==> config.mk <==
export PLATFORM = sky130hd
export DESIGN_NAME = gbfp_front
export DESIGN_NICKNAME = d
export VERILOG_FILES = /design/src/sv/gbfp_pkg.sv /design/src/sv/gbfp_front.sv
export SDC_FILE = /design/constraint.sdc
export NUM_CORES = 1
export LEC_CHECK = 0
export BUFFER_PORTS_ARGS = -buffer_cell sky130_fd_sc_hd__buf_2
export CORE_MARGIN = 3
export CORE_UTILIZATION = 44
export DETAILED_ROUTE_END_ITERATION = 7
export PLACE_DENSITY = 0.68
export SYNTH_ARGS = -nofsm -noshare
export SYNTH_HDL_FRONTEND = slang
export SYNTH_SLANG_ARGS = --single-unit
==> constraint.sdc <==
create_clock -name aclk -period 1.96 [get_ports aclk]
set_input_delay 0.196 -clock aclk [delete_from_list [all_inputs] [get_ports aclk]]
set_output_delay 0.196 -clock aclk [all_outputs]
set_load 0.01 [all_outputs]
==> src/sv/gbfp_pkg.sv <==
//==============================================================================
// gbfp_pkg
// Shared types and constants for the binary GNSS frame parser
//==============================================================================
`default_nettype none

package gbfp_pkg;

    // default sizes and limits
    localparam int FRAME_DEPTH    = 256;
    localparam int PAYLOAD_DEPTH  = 256;
    localparam int MAX_RESULTS    = 32;
    localparam int FRAME_OVERHEAD = 6;
    localparam int HEADER_BYTES   = 4;

    // register reset values
    localparam logic [7:0] SYNC_FIRST_RST  = 8'hB5;
    localparam logic [7:0] SYNC_SECOND_RST = 8'h62;
    localparam logic [7:0] MAX_LEN_RST     = 8'd172;

    // register indexes
    localparam logic [1:0] CFG_SYNC_FIRST  = 2'd0;
    localparam logic [1:0] CFG_SYNC_SECOND = 2'd1;
    localparam logic [1:0] CFG_MAX_LEN     = 2'd2;

    typedef enum logic [1:0] {
        KIND_VALID = 2'd0,
        KIND_CSUM  = 2'd1,
        KIND_LEN   = 2'd2,
        KIND_READ  = 2'd3
    } kind_t;

    typedef enum logic {
        PH_HUNT  = 1'b0,
        PH_FRAME = 1'b1
    } phase_t;

    typedef enum logic [3:0] {
        ST_IDLE,
        ST_TOP,
        ST_H0,
        ST_H1,
        ST_F0,
        ST_F1,
        ST_F2,
        ST_F3,
        ST_CK_IS,
        ST_CK_AC,
        ST_CS_IS,
        ST_CS0,
        ST_CS1,
        ST_RD_DATA,
        ST_EMIT
    } state_t;

    typedef struct packed {
        logic       req_type;
        logic [7:0] rx_byte;
        logic [7:0] read_index;
    } item_t;

    typedef struct packed {
        logic [7:0] sync_first;
        logic [7:0] sync_second;
        logic [7:0] max_len;
    } cfg_t;

endpackage

`default_nettype wire

==> src/sv/gbfp_front.sv <==
//==============================================================================
// gbfp_front
// Input side: two-entry item queue feeding the parse engine
//==============================================================================
`default_nettype none

module gbfp_front (
    input  wire logic            aclk,
    input  wire logic            aresetn,
    input  wire logic            s_valid,
    output logic                 s_ready,
    input  wire gbfp_pkg::item_t s_item,
    output logic                 q_valid,
    output gbfp_pkg::item_t      q_item,
    input  wire logic            q_pop
);

    gbfp_pkg::item_t mem_reg [2];
    logic            wr_ptr_reg, wr_ptr_next;
    logic            rd_ptr_reg, rd_ptr_next;
    logic [1:0]      cnt_reg, cnt_next;
    logic            push, pop;

    assign s_ready = (cnt_reg != 2'd2);
    assign q_valid = (cnt_reg != 2'd0);
    assign q_item  = mem_reg[rd_ptr_reg];
    assign push    = s_valid && s_ready;
    assign pop     = q_pop && q_valid;

    // pointer and count update
    always_comb begin
        wr_ptr_next = push ? ~wr_ptr_reg : wr_ptr_reg;
        rd_ptr_next = pop ? ~rd_ptr_reg : rd_ptr_reg;
        cnt_next    = cnt_reg;
        if (push && !pop) begin
            cnt_next = cnt_reg + 2'd1;
        end else if (pop && !push) begin
            cnt_next = cnt_reg - 2'd1;
        end
    end

    always_ff @(posedge aclk) begin
        if (!aresetn) begin
            wr_ptr_reg <= 1'b0;
            rd_ptr_reg <= 1'b0;
            cnt_reg    <= 2'd0;
        end else begin
            wr_ptr_reg <= wr_ptr_next;
            rd_ptr_reg <= rd_ptr_next;
            cnt_reg    <= cnt_next;
        end
    end

    // item storage
    always_ff @(posedge aclk) begin
        if (push) begin
            mem_reg[wr_ptr_reg] <= s_item;
        end
    end

endmodule

`default_nettype wire

==> results of run 1 <==
## cell type report
class	instances	area, µm²
clock buffer	7	55.05
clock inverter	1	5.005
fill	266	1340
inverter	1	3.754
multi-input combinational	35	330.3
sequential	39	1121
tap	44	55.05
timing repair buffer	42	217.7
## logic make-up (layout without fill, tap and decap cells)
family	count (synthesis)	in the layout	synth area share, %
muxes	17	17	13.04
DFF	39	39	76.39
xor gates and xnor gates	3	3	1.791
AOI/OAI and AO/OA	5	5	2.387
buffers and inverters	3	51	1.108
and+or+nand+nor	9	9	4.434
adders and majority gates	1	1	0.8524
## placed cells by master (no fill, tap or decap), drive strengths merged, types with 2 or more instances in the layout
master  netlist  final
buf           2     42
edfxtp       34     34
mux2         17     17
clkbuf        0      7
dfxtp         5      5
and2          4      4
xnor2         2      2
o21ai         2      2
a21boi        2      2
## worst max-delay path: stages (launching register included)
cell and delay, ns:
dfxtp_1 0.37, nand2b_4 0.17, and2_1 0.16, ha_1 0.33
or3_1 0.35, a21boi_1 0.15
## path summary, 6_finish.rpt
kind,from,endpoint,slack [ns]
worst max-delay path,cnt_reg[0]$_SDFFE_PN0P_,cnt_reg[1]$_SDFFE_PN0P_,0.36
worst max register to register,cnt_reg[0]$_SDFFE_PN0P_,cnt_reg[1]$_SDFFE_PN0P_,0.36
worst min-delay path,s_item[6],mem_reg[0][6]$_DFFE_PP_,0.04
worst min register to register,cnt_reg[1]$_SDFFE_PN0P_,cnt_reg[1]$_SDFFE_PN0P_,0.58
## power groups by stage
stage / registers (mW) / clock network (mW) / logic, mW
floorplan: 1.10 / 0 / 0.435
global placement: 1.10 / 0 / 0.629
detailed placement: 1.12 / 0 / 0.645
CTS: 1.10 / 0.427 / 0.649
global route: 1.11 / 0.467 / 0.698
finish: 1.09 / 0.404 / 0.634
## layer usage
layer	vias to the layer above	global-route usage (%)	part of all wire, %
li1	385	-	-
met1	385	13.40	37
met2	25	23.73	55
met3	2	5.624	6.8
met4	0	4.852	0.48
met5	-	0	0
==> results.json, run 1 <==
{
  "status": "finished, final reports clean",
  "hold_ws_ns": 0.04263,
  "numCtsBuffers": 5,
  "area_growth_pct": 21.82,
  "synth_edf_count": 34,
  "cts_max_path_buffers": 2,
  "fin_ws_ns": 0.3592,
  "synth_area_leaders": "edfxtp_1 (70%), mux2_2 (13%), dfxtp_1 (6.8%)",
  "max_slew_margin_pct": 83.91,
  "path_clk_slew_ns": 0.11,
  "antenna_left": 0,
  "placed_area_um2": 1728,
  "ios": 40,
  "drive_gt1_share_pct": 55.20,
  "p_per_area_nw_per_um2": 1192,
  "wl_per_cell_um": 13.69,
  "drtIter0Drc": 10,
  "rsz0062_at_grt": "false",
  "postSynthCellCount": 77,
  "synth_flop_cell": "edfxtp_1",
  "synth_top_cell_by_area": "edfxtp_1",
  "syn_area_um2": 1468,
  "max_freq_mhz": 624.7,
  "antenna_found_initial": 0,
  "p_leak_nw": 0.6883,
  "via_per_inst": 4.716,
  "finalNonFillerCells": 169,
  "wl_um": 2314,
  "coreArea_um2": 3128,
  "tns_ns": 0,
  "grt_pass1_vias": 857,
  "pwr-share-seq_pct": 51.3,
  "tritoncts": "yes",
  "die-area_um2": 4065,
  "worst_pin_slew_ns": 0.2414,
  "die_h_um": 63.76,
  "final_cell_area_um2": 1788,
  "clock_sinks": 39,
  "ys_async_sr_fraction_pct": 0,
  "cts_hold_repair.buffers": 0,
  "cp_data_required_time_ns": 2.22,
  "postCtsSetupBuffers": 0,
  "seq_area_frac_synth_pct": 76.39,
  "synth.distinct_cells": 20,
  "fin_util_pct": 57.16,
  "largest_reg_flops": 34,
  "p_comb_share_pct": 29.7,
  "grt_max_degree": 18,
  "period_share_pct": 81.68,
  "finalSetupViolCount": 0,
  "htreeDepth": 2,
  "fin_crit_ns": 1.601,
  "drc": 0,
  "insertion_delay_ns": 0.33,
  "start_util_pct": 46.92,
  "firstDrtPassIters": 2,
  "die_w_um": 63.76,
  "dpl.cell_count": 161,
  "ctsResizeCount": 0,
  "hold_viol": 0,
  "num_vias": 797,
  "dpl_worst_slack_ns": 0.3649,
  "maxCapViolCount": 0,
  "power_mw": 2.132,
  "ctsRootBufferMaster": "clkbuf_4",
  "switching_share_pct": 27.67,
  "syn_area_per_cell_um2": 19.06,
  "p_switching_mw": 0.5900,
  "r2r_cells": 5,
  "finClkSkew_ns": 0.01180,
  "row_count": 20,
  "n_antenna_cell": 0,
  "ys_warn_count": 0,
  "gp_congestion": 0.6543,
  "grt_first_pass_wirelength_um": 3939,
  "netlist.area_leader.share_pct": 69.57,
  "min_path_type": "input pin to flop",
  "arrival_ns": 1.86,
  "cp_max_fo": 5,
  "power_frac_clock_pct": 19.0,
  "gr-total-overflow": 0,
  "synthTopCellsByCount": "edfxtp_1 (34), mux2_2 (17), dfxtp_1 (5)",
  "portBuffers": 39,
  "finalMaxSlewViolations": 0,
  "ir_worst_vdd_mv": 0.5552,
  "ys_seq_elements": 39,
  "nets": 146,
  "post-synth-top-count-cell": "edfxtp_1",
  "intPower_mw": 1.542,
  "track_usage_pct": 13.16,
  "end_kind": "flop",
  "worstSetupPathType": "flop to flop",
  "min_delay_path_depth": 1,
  "dp_hpwl_um": 1616,
  "synth_nets": 99,
  "cp-start-kind": "flop"
}
Note: power is estimated with default switching activity, not from simulation.
==> run 2: changes to the inputs <==
- ABC_AREA: default -> 1
- PLACE_DENSITY: 0.68 -> 0.67
- clock period: 1.96 -> 1.5 ns (I/O delays scaled with it)
==> run 2 against run 1 <==
  * Final cell count rose by 20%
  * First-iteration DRC count rose by 30%
  * Synthesized area is 3.7% higher
  * Largest cell class unchanged
  * Critical endpoint is now q_item[3]
  * Worst hold slack worse by 0.025 ns
  * Highest routed layer is now met3
  * Design area grew 23%
  * Critical path type is now flop to output port
  * Worst setup slack got worse by 0.34 ns
  * Register-to-register slack got worse by 0.23 ns
==> results.json, run 2 <==
{
  "crit_buf_inv": 2,
  "drive_gt1_share_pct": 46.84,
  "power_mw": 3.168,
  "antenna_found_initial": 0,
  "dp_hpwl_um": 1749,
  "htreeDepth": 2,
  "max_freq_mhz": 675.2,
  "largest_reg_flops": 34,
  "finalSetupViolCount": 0,
  "postSynthCellCount": 90,
  "firstDrtPassIters": 4,
  "n_antenna_cell": 0,
  "start_util_pct": 47.87,
  "via_per_inst": 4.614,
  "num_vias": 932,
  "ys_warn_count": 0,
  "finalMaxSlewViolations": 0,
  "cp_cell_sequence": "clkbuf_16 -> mux2_4 -> buf_6",
  "placed_area_um2": 1790,
  "p_leak_nw": 0.9060,
  "p_per_area_nw_per_um2": 1445,
  "synth_area_leaders": "edfxtp_1 (67%), mux2_4 (9.9%), dfxtp_1 (6.6%)",
  "antenna_left": 0,
  "fin_crit_ns": 1.481,
  "wl_per_cell_um": 13.73,
  "cp_max_fo": 8,
  "finClkSkew_ns": 0.005294,
  "worst_pin_slew_ns": 0.1406,
  "final_cell_mix": "edfxtp_1 (34), buf_2 (22), mux2_4 (17), buf_6 (17), dlygate4sd3_1 (16)",
  "ys_seq_elements": 39,
  "gr-total-overflow": 0,
  "grt_first_pass_wirelength_um": 4291,
  "synthTopCellsByCount": "edfxtp_1 (34), mux2_4 (10), nand2_1 (9)",
  "grt_pass1_vias": 945,
  "tritoncts": "yes",
  "fin_util_pct": 68.98,
  "final_common_cell": "edfxtp_1",
  "die_h_um": 64.81,
  "fin_ws_ns": 0.01903,
  "maxCapViolCount": 0,
  "nets": 179,
  "post-synth-top-count-cell": "edfxtp_1",
  "ios": 40,
  "synth.distinct_cells": 16,
  "finalNonFillerCells": 202,
  "track_usage_pct": 13.87,
  "drc": 0,
  "hold_viol": 0,
  "hold_ws_ns": 0.01783,
  "rsz0062_at_grt": "true",
  "wl_um": 2773,
  "worstSetupPathType": "flop to output port",
  "cp_data_required_time_ns": 1.35,
  "syn_area_um2": 1521,
  "tns_ns": 0,
  "dpl.cell_count": 176,
  "insertion_delay_ns": 0.33,
  "end_kind": "output port",
  "synth_nets": 112,
  "arrival_ns": 1.33,
  "clock_sinks": 39,
  "portBuffers": 39,
  "syn_area_per_cell_um2": 16.91,
  "status": "finished, final reports clean",
  "synth_top_cell_by_area": "edfxtp_1",
  "synth_flop_cell": "edfxtp_1",
  "path_delay_family": "flip-flops",
  "max_slew_margin_pct": 90.53,
  "area_growth_pct": 44.08,
  "drtIter0Drc": 13,
  "max_stage_delay_ns": 0.41,
  "die-area_um2": 4200,
  "coreArea_um2": 3178,
  "fillCellCount": 240,
  "netlist.area_leader.share_pct": 67.11,
  "die_w_um": 64.81,
  "slowest_stage": "dfxtp_4",
  "synth_edf_count": 34,
  "cp-start-kind": "flop",
  "final_cell_area_um2": 2192,
  "cts_max_path_buffers": 2,
  "row_count": 20,
  "period_share_pct": 98.73,
  "grt_max_degree": 18,
  "postCtsSetupBuffers": 0,
  "ir_worst_vdd_mv": 0.9296,
  "min_path_type": "input pin to flop",
  "gp_congestion": 0.6242,
  "numCtsBuffers": 5,
  "dpl_worst_slack_ns": 0.1302,
  "path_clk_slew_ns": 0.10,
  "ctsRootBufferMaster": "clkbuf_4",
  "ys_async_sr_fraction_pct": 0,
  "seq_area_frac_synth_pct": 73.68
}
==> run 2: what timing repair did <==
action                                 4_1_cts  5_1_grt
setup endpoints to repair                    7        9
cloned                                       0        2
gates resized for setup                      1       28
hold buffers                                14        2
endpoints found under the hold margin       27        4
==> run 2: kinds of logic after synthesis <==
group | synth area share, %
DFF | 73.68
and+or+nand+nor | 4.934
muxes | 15.05
buffers and inverters | 4.030
AOI/OAI and AO/OA | 1.480
adders and majority gates | 0.8222
==> run 2: cell type report <==
cell class                 instances  area, µm²  share of cell area [%]
tap                               44      55.05                   2.511
timing repair buffer              62      561.8                   25.63
inverter                           8      30.03                   1.370
sequential                        39       1127                   51.43
clock inverter                     1      5.005                  0.2283
multi-input combinational         41      367.9                   16.78
clock buffer                       7      45.04                   2.055
==> run 2: worst register-to-register path, cell delays in order, from the launching register on <==
cell	delay [ns]
dfxtp_2	0.35
inv_2	0.08
nand2_1	0.07
nand2_2	0.08
inv_1	0.05
ha_1	0.32
inv_1	0.08
nand3_1	0.09
nand2_1	0.07
inv_1	0.04
nor2_1	0.09
==> run 2: per-layer routing <==
| metal | track usage (%) | vias up | wire length, µm |
|---|---|---|---|
| met1 | 15.15 | 444 | 1062 |
| li1 | - | 457 | - |
| met2 | 25.29 | 31 | 1541 |
| met3 | 5.199 | 0 | 170 |
| met4 | 3.166 | 0 | 0 |
| met5 | 0 | - | 0 |
==> run 2: worst paths after layout <==
kind                                         startpoint                       end  slack, ns  cells after the start
worst min-delay path                         s_item[11]  mem_reg[1][11]$_DFFE_PP_       0.02                      1
worst max register to register  cnt_reg[0]$_SDFFE_PN0P_   cnt_reg[1]$_SDFFE_PN0P_       0.13                     10
worst max-delay path                               flop                 q_item[3]       0.02                      3
worst min register to register  cnt_reg[0]$_SDFFE_PN0P_   cnt_reg[0]$_SDFFE_PN0P_       0.51                      2
==> run 2: report_power, final <==
part	internal, mW	total (mW)	switching (mW)
logic	0.701	1.21	0.512
clock network	0.183	0.491	0.309
registers	1.39	1.46	0.0782
